File: src/design/nmmq_pkg.sv
`default_nettype none
// ----------------------------------------------------------------------------
// nmmq_pkg
// Shared constants and types for the named mailbox message queue block:
// default sizes, command and status codes, and the box table control bundle.
// ----------------------------------------------------------------------------
package nmmq_pkg;

  // Default sizes handed to the top level parameters.
  localparam int NUM_BOXES_DEF     = 16;
  localparam int SLOTS_PER_BOX_DEF = 16;
  localparam int MSG_BYTES_DEF     = 8;
  localparam int NAME_BYTES_DEF    = 8;

  // User count width and its saturation value.
  localparam int         USER_W   = 8;
  localparam logic [7:0] USER_MAX = 8'hFF;

  // Command codes.
  localparam logic [1:0] CMD_OPEN  = 2'd0;
  localparam logic [1:0] CMD_CLOSE = 2'd1;
  localparam logic [1:0] CMD_SEND  = 2'd2;
  localparam logic [1:0] CMD_RECV  = 2'd3;

  // Status codes.
  localparam logic [2:0] ST_OK      = 3'd0;
  localparam logic [2:0] ST_FULL    = 3'd1;
  localparam logic [2:0] ST_EMPTY   = 3'd2;
  localparam logic [2:0] ST_NOFREE  = 3'd3;
  localparam logic [2:0] ST_NOTOPEN = 3'd4;
  localparam logic [2:0] ST_USERLIM = 3'd5;

  // Control bundle from the sequencer to the box table.
  typedef struct packed {
    logic rd_en;    // read the entry at the read address
    logic wr_en;    // write the entry at the write address
    logic use_set;  // mark the write address in use
    logic use_clr;  // free the write address
  } tbl_ctl_t;

endpackage
`default_nettype wire

File: src/design/nmmq_box_table.sv
`default_nettype none
// ----------------------------------------------------------------------------
// nmmq_box_table
// Per-box descriptor memory (name, user count, read and write counters) with
// one registered read port and one write port. In-use flags live in flops
// and gate the read data, so a free box always reads as all zero.
// ----------------------------------------------------------------------------
module nmmq_box_table #(
  parameter int NUM_BOXES = 16,
  parameter int BOX_W     = 4,
  parameter int NAME_W    = 64,
  parameter int CTR_W     = 5
) (
  input  wire logic                     clk,
  input  wire logic                     rst_n,
  input  wire nmmq_pkg::tbl_ctl_t       ctl,
  input  wire logic [BOX_W-1:0]         raddr,
  input  wire logic [BOX_W-1:0]         waddr,
  input  wire logic [NAME_W-1:0]        d_name,
  input  wire logic [nmmq_pkg::USER_W-1:0] d_users,
  input  wire logic [CTR_W-1:0]         d_rctr,
  input  wire logic [CTR_W-1:0]         d_wctr,
  output logic                          q_in_use,
  output logic [NAME_W-1:0]             q_name,
  output logic [nmmq_pkg::USER_W-1:0]   q_users,
  output logic [CTR_W-1:0]              q_rctr,
  output logic [CTR_W-1:0]              q_wctr
);
  import nmmq_pkg::*;

  localparam int ENT_W = NAME_W + USER_W + 2 * CTR_W;

  logic [ENT_W-1:0]     mem [NUM_BOXES];
  logic [ENT_W-1:0]     rdata_r;
  logic                 ruse_r;
  logic [NUM_BOXES-1:0] in_use_r;

  // Descriptor memory: one write and one registered read per cycle.
  always_ff @(posedge clk) begin
    if (ctl.wr_en) begin
      mem[waddr] <= {d_name, d_users, d_rctr, d_wctr};
    end
    if (ctl.rd_en) begin
      rdata_r <= mem[raddr];
    end
  end

  // In-use flags, cleared at reset; sampled alongside the read data.
  always_ff @(posedge clk) begin
    if (!rst_n) begin
      in_use_r <= '0;
      ruse_r   <= 1'b0;
    end else begin
      if (ctl.use_set) begin
        in_use_r[waddr] <= 1'b1;
      end else if (ctl.use_clr) begin
        in_use_r[waddr] <= 1'b0;
      end
      if (ctl.rd_en) begin
        ruse_r <= in_use_r[raddr];
      end
    end
  end

  // A free box reads as all zero.
  always_comb begin
    q_in_use = ruse_r;
    if (ruse_r) begin
      {q_name, q_users, q_rctr, q_wctr} = rdata_r;
    end else begin
      {q_name, q_users, q_rctr, q_wctr} = '0;
    end
  end

endmodule
`default_nettype wire

File: config.mk
export PLATFORM = sky130hd
export DESIGN_NAME = nmmq_box_table
export DESIGN_NICKNAME = d
export VERILOG_FILES = /design/src/design/nmmq_pkg.sv /design/src/design/nmmq_box_table.sv
export SDC_FILE = /design/constraint.sdc
export NUM_CORES = 1
export LEC_CHECK = 0
export BUFFER_PORTS_ARGS = -buffer_cell sky130_fd_sc_hd__buf_2
export CAP_MARGIN = 30
export CORE_UTILIZATION = 30
export DETAILED_ROUTE_END_ITERATION = 12
export PLACE_DENSITY = 0.45
export SYNTH_ARGS = -nofsm -noshare
export SYNTH_HDL_FRONTEND = slang
export SYNTH_SLANG_ARGS = --single-unit
export TNS_END_PERCENT = 50
File: constraint.sdc
create_clock -name clk -period 6.4 [get_ports clk]
set_clock_uncertainty 0.2 [all_clocks]
set_input_delay 0.32 -clock clk [delete_from_list [all_inputs] [get_ports clk]]
set_output_delay 0.32 -clock clk [all_outputs]
set_load 0.02 [all_outputs]
==> results of run 1 <==
logic make-up (layout without fill, tap and decap cells):
| kind of cell | Yosys count | in the layout | synth area share |
|---|---|---|---|
| multiplexers | 416 | 416 | 0.1751 |
| buffers and inverters | 116 | 596 | 0.01168 |
| AO/OA/AOI/OAI | 20 | 20 | 0.003103 |
| flip-flops | 1411 | 1411 | 0.7929 |
| other | 0 | 6 | 0 |
| AND/OR/NAND/NOR | 149 | 149 | 0.01716 |
power by group:
part	switching (mW)	internal (mW)	total [mW]
Clock	3.66	4.98	8.65
Combinational	0.544	0.430	0.974
Sequential	0.0673	10.4	10.5
Total	4.27	15.8	20.1
final timing paths:
path	from	endpoint	slack, ns	cells after the start
worst max-delay path	q_in_use$_SDFFE_PN0P_	q_name[3]	3.06	3
worst min-delay path	ctl[2]	mem[11][5]$_DFFE_PP_	0.12	2
worst max register to register	q_in_use$_SDFFE_PN0P_	q_in_use$_SDFFE_PN0P_	4.37	3
worst min register to register	flop	flop	0.32	2
cell type report:
class                   instances  area share
flip-flops and latches       1411      0.6706
multi-input cells             585      0.1662
clock buffers                 188     0.06258
well taps                    2340     0.04652
repair buffers                321     0.03819
clock inverters                86     0.01567
diodes                          6   0.0002386
inverters                       1  0.00005964
sequential cells by signal, indices dropped and copies added, names as in the netlist, named ones only:
name,flops
q_in_use,1
rdata_r,82
mem,1312
worst reg2reg max path: cells and delay by family, from the launching register on:
family                 cells  cell delay [ns]
AO/OA/AOI/OAI              2             0.34
buffers and inverters      1             0.70
flip-flops                 1             0.71
placed cells by master (no fill, tap or decap), types with 2 or more instances in the layout:
cell	synthesis	final
buf_8	0	2
a32oi_1	10	10
clkinv_16	0	7
mux4_2	412	412
and4b_1	4	4
edfxtp_1	1394	1394
clkinvlp_4	0	4
clkinv_2	0	18
and2_1	89	82
nand4_1	2	2
inv_6	0	5
a22oi_1	7	7
a221oi_1	2	2
buf_4	20	33
and2_4	0	7
mux2i_1	4	4
clkbuf_1	62	36
nand2_1	6	6
dfxtp_1	17	16
nor2b_1	21	21
clkbuf_16	0	152
buf_2	11	173
and3_4	0	9
nor2_1	4	4
bufinv_16	0	14
dlygate4sd3_1	0	100
and3_1	11	2
nand3_1	10	10
inv_16	0	3
clkinv_1	0	35
diode_2	0	6
buf_12	0	11
metrics by stage:
step                      total power, mW  setup WS, ns  area (um^2)
after floorplan                     11.20         3.046        53220
after global placement              11.59         3.004        56970
after detailed placement            11.62         2.936        57000
after CTS                           20.38         2.751        62920
after global routing                20.76         2.799        62930
final                               20.09         3.060        62940
what timing repair did:
| item | 4_1_cts | 5_1_grt |
|---|---|---|
| endpoints found under the setup margin | 0 | 0 |
| hold buffers | 100 | 0 |
| endpoints found under the hold margin | 1335 | 0 |
per-layer routing:
| layer | part of all wire | up-vias | wire (um) | global-route usage |
|---|---|---|---|---|
| li1 | - | 9869 | - | - |
| met1 | 0.40 | 13050 | 54250 | 0.1854 |
| met2 | 0.54 | 482 | 72110 | 0.2718 |
| met3 | 0.035 | 200 | 4693 | 0.02636 |
| met4 | 0.024 | 10 | 3244 | 0.04218 |
| met5 | 0.00054 | - | 72 | 0 |
==> run_results.csv, run 1 <==
group,metric,value,unit
status,status,"finished clean",
setup_path,crit_required,5.88,ns
routing,ant_nets,0,
job,max-cap-violations,0,
synthesis,synthTopCellsByArea,"edfxtp_1 79%, mux4_2 17%, and2_1 1.0%",
cts,cts.clk_slew.worst_paths,0.06,ns
cells_and_area,drive_gt1_frac,0.3291,
sta,rsz0062_at_grt,"no",
global_route,grt_pass1_vias,25970,
global_route,track_usage,0.1512,
place,place.gp.congestion,0.7078,
synthesis,synthCells,2112,
cts,cts_setup_buffers,0,
sta,fin_tns_setup,0,ns
sta,tightest_slew,0.9997,ns
cells_and_area,ff_latch_area,42200,um^2
setup_path,crit_arrival,2.82,ns
routing,drtIter0Drc,1816,
floorplan,dieHeight,423.2,um
cts,cts_resized,0,
synthesis,netlist_area,53220,um^2
cts,cts_root_buffer,"clkbuf_16",
global_route,grt_antenna_before_repair,20,
cells_and_area,fillers,16120,
synthesis,yosys-top-cells-count,"1394 x edfxtp_1, 412 x mux4_2, 89 x and2_1, 62 x clkbuf_1, 21 x nor2b_1",
synthesis,synth-seq-area-share,0.7929,
setup_path,cp_num_buf_inv,2,
floorplan,rows,154,
synthesis,async_reset_ff_frac,0,
routing,drt-pass1-iter-count,5,
global_route,grt_max_degree,109,
place,place_inst,4558,
power,vdd_ir_drop_max,0.0002082,V
place,port_buffers,178,
floorplan,pin_count,179,
setup_path,critical_path_class,"flop to output port",
sta,hold_ws,0.1175,ns
global_route,gr-total-overflow,0,
min_path,min_path_type,"input port to flop",
cells_and_area,stdcell_count,4938,
setup_path,cp_cell_sequence,"buf_4, and2_1, buf_2",
cells_and_area,multi_input_area,10460,um^2
routing,drc,0,
power,p_per_area,319.1,nW/um^2
routing,routed_wl,134.4,mm
floorplan,initial_core_util,0.3022,
synthesis,synth-seq-cells,1411,
setup_path,cp_top_family,"buffers and inverters",
sta,fmax,0.2994,GHz
routing,routed_via_density,4.781,
synthesis,synth_cell_types,24,
power,leakage,19.74,nW
cts,cts_tree,"built",
floorplan,coreArea,176100,um^2
cts,numCtsBuffers,151,
synthesis,synth_edf_count,1394,
global_route,grt_first_pass_wirelength,192.3,mm
cells_and_area,final_util,0.3574,
cts,clk_path_buf_depth,3,
synthesis,yosysTopAreaCellShare,0.7866,
setup_path,end_kind,"output port",
cells_and_area,area_delta_synth_final,18.26,%
sta,finalSetupViolCount,0,
sta,slew_headroom,0.3336,
cts,htreeDepth,4,
cells_and_area,layout.nets,2567,
synthesis,syn_nets,2208,
synthesis,ys.warnings.count,0,
routing,vias,23610,
cts,cts.sinks,1411,
setup_path,crit_path_max_fanout,48,
setup_path,critPathLaunchType,"flop",
synthesis,synth_top_area_cell,"edfxtp_1",
sta,finalHoldViolCount,0,
floorplan,dieArea,179100,um^2
cts,clock_latency,0.78,ns
sta,period_needed,3.340,ns
sta,period_share,0.5219,
place,dp_hpwl,67.00,mm
synthesis,synth.avg_cell_area,25.20,um^2
sta,slew_violations,0,
setup_path,cp_slowest_cell,"dfxtp_4",
routing,wire_per_inst,27.21,um
floorplan,die_w,423.2,um
setup_path,critPathMaxStageDelay,0.71,ns
synthesis,ys.flop_type,"edfxtp_1",
synthesis,yosysMostFrequentCell,"edfxtp_1",
(Power assumes the default switching activity.)
==> inputs of run 2 (changes only) <==
Clock period 6.4 ns to 3.3 ns, I/O delays scaled along.
==> run_results.csv, run 2 (synthesized netlist as in run 1, its figures left out) <==
group,metric,value,unit
cts,cts.clk_slew.worst_paths,0.06,ns
global_route,grt_max_degree,69,
power,seqPwrFrac,0.514,
routing,drc,0,
cts,numCtsBuffers,151,
cts,cts_tree,"built",
cts,cts_root_buffer,"clkbuf_16",
sta,fmax,0.3436,GHz
routing,ant_nets,0,
power,p_total,39.46,mW
cts,clock_latency,0.76,ns
sta,finalSetupViolCount,0,
floorplan,dieArea,179100,um^2
min_path,min_path_type,"input port to flop",
cells_and_area,largest_reg_flops,1312,
sta,period_share,0.8820,
power,leakage,20.34,nW
sta,worst_slack,0.3895,ns
sta,tightest_slew,0.8475,ns
place,place.gp.congestion,0.7245,
setup_path,r2r_start,"mem[14][44]$_DFFE_PP_",
power,p_per_area,614.2,nW/um^2
floorplan,pin_count,179,
setup_path,critical_path_class,"input port to flop",
cts,clk_path_buf_depth,3,
min_path,holdCritStartpoint,"d_name[17]",
power,vdd_ir_drop_max,0.0003927,V
sta,slew_headroom,0.4350,
cells_and_area,stdcell_area,64240,um^2
cts,cts.sinks,1411,
power,switching_share,0.2074,
sta,fin_tns_setup,0,ns
routing,vias,23860,
sta,finalHoldViolCount,0,
cts,htreeDepth,4,
cells_and_area,final_common_cell,"edfxtp_1",
sta,period_needed,2.910,ns
power,intPower,31.28,mW
global_route,track_usage,0.1541,
power,netSwitchingPower,8.183,mW
global_route,grt_pass1_vias,26210,
floorplan,dieHeight,423.2,um
place,port_buffers,178,
routing,drtIter0Drc,1826,
sta,rsz0062_at_grt,"no",
setup_path,cp_slowest_cell,"dlygate4sd3_1",
routing,wire_per_inst,27.37,um
power,pwr-share-clk,0.435,
sta,slew_violations,0,
setup_path,startpoint,"waddr[3]",
setup_path,crit_arrival,3.38,ns
global_route,gr-total-overflow,0,
power,pwr-share-comb,0.051,
min_path,worstHoldPathCells,2,
place,dp_slack,0.6989,ns
place,dp_hpwl,76.68,mm
setup_path,crit_required,3.77,ns
setup_path,r2r_cells,3,
cells_and_area,top_register,"mem",
cells_and_area,area_delta_synth_final,20.71,%
cells_and_area,layout.nets,2633,
cts,cts_setup_buffers,0,
setup_path,crit_path_max_fanout,10,
global_route,grt_antenna_before_repair,19,
global_route,grt_first_pass_wirelength,195.9,mm
cells_and_area,final_cell_mix,"1394 x edfxtp_1, 412 x mux4_2, 173 x buf_2, 157 x clkbuf_16, 105 x dlygate4sd3_1",
floorplan,coreArea,176100,um^2
routing,drt-pass1-iter-count,5,
cells_and_area,drive_gt1_frac,0.3479,
floorplan,die_w,423.2,um
floorplan,initial_core_util,0.3022,
status,status,"finished clean",
setup_path,critPathMaxStageDelay,0.72,ns
routing,routed_via_density,4.766,
setup_path,end_kind,"flop",
floorplan,rows,154,
setup_path,cp_cell_sequence,"dlygate4sd3_1, buf_2, nor2b_1, dlygate4sd3_1, nand3_1, dlygate4sd3_1, a32oi_1, dlygate4sd3_1, nor2b_1",
setup_path,cp_common_cell,"dlygate4sd3_1",
routing,routed_wl,137.0,mm
place,place_area,58170,um^2
setup_path,critPathLaunchType,"input port",
job,max-cap-violations,0,
[run 2: critical path, delay by kind of cell]
kind / cells / cell delay, ns
compound gates: 1 / 0.15
simple gates: 3 / 0.46
buf+inv: 5 / 2.60
[run 2: worst paths after layout]
path	to	slack, ns
worst max-delay path	flop	0.39
worst min-delay path	mem[12][35]$_DFFE_PP_	0.11
worst max register to register	rdata_r[44]$_DFFE_PP_	0.99
worst min register to register	flop	0.32
[run 2: per-layer routing]
layer  track usage  wire length [um]
met2        0.2764             73150
met4       0.04386              3159
met3       0.02464              4878
met1        0.1906             55700
met5             0                83
[run 2: repair_timing]
action | in CTS | in global routing
endpoints found under the hold margin | 1546 | 0
resized for setup | 0 | 0
hold buffers | 105 | 0
[run 2: layout make-up]
class	instances	area, um^2
Clock buffer	187	4041
Antenna cell	3	7.507
Fill cell	16020	111900
Multi-Input combinational cell	585	10460
Tap cell	2340	2928
Timing Repair Buffer	387	3630
Clock inverter	91	968.4
Sequential cell	1411	42200
Inverter	1	3.754
[run 2: power by group through the flow]
stage	combinational [mW]	clock (mW)	sequential [mW]
6_report	2.00	17.2	20.3
3_3_place_gp	1.91	0	20.7
2_1_floorplan	1.11	0	20.6
3_5_place_dp	1.95	0	20.7
4_1_cts	2.07	17.6	20.3
5_1_grt	2.15	18.2	20.3
[run 2: per-stage QoR]
stage                 util  hold WS (ns)  cells
global placement    0.3303        0.2939   4619
global route        0.3648       0.09931   5004
detailed placement  0.3303        0.2992   4619
floorplan                -       0.06387   2112
CTS                 0.3647       0.04498   5002
finish              0.3648        0.1081   5005
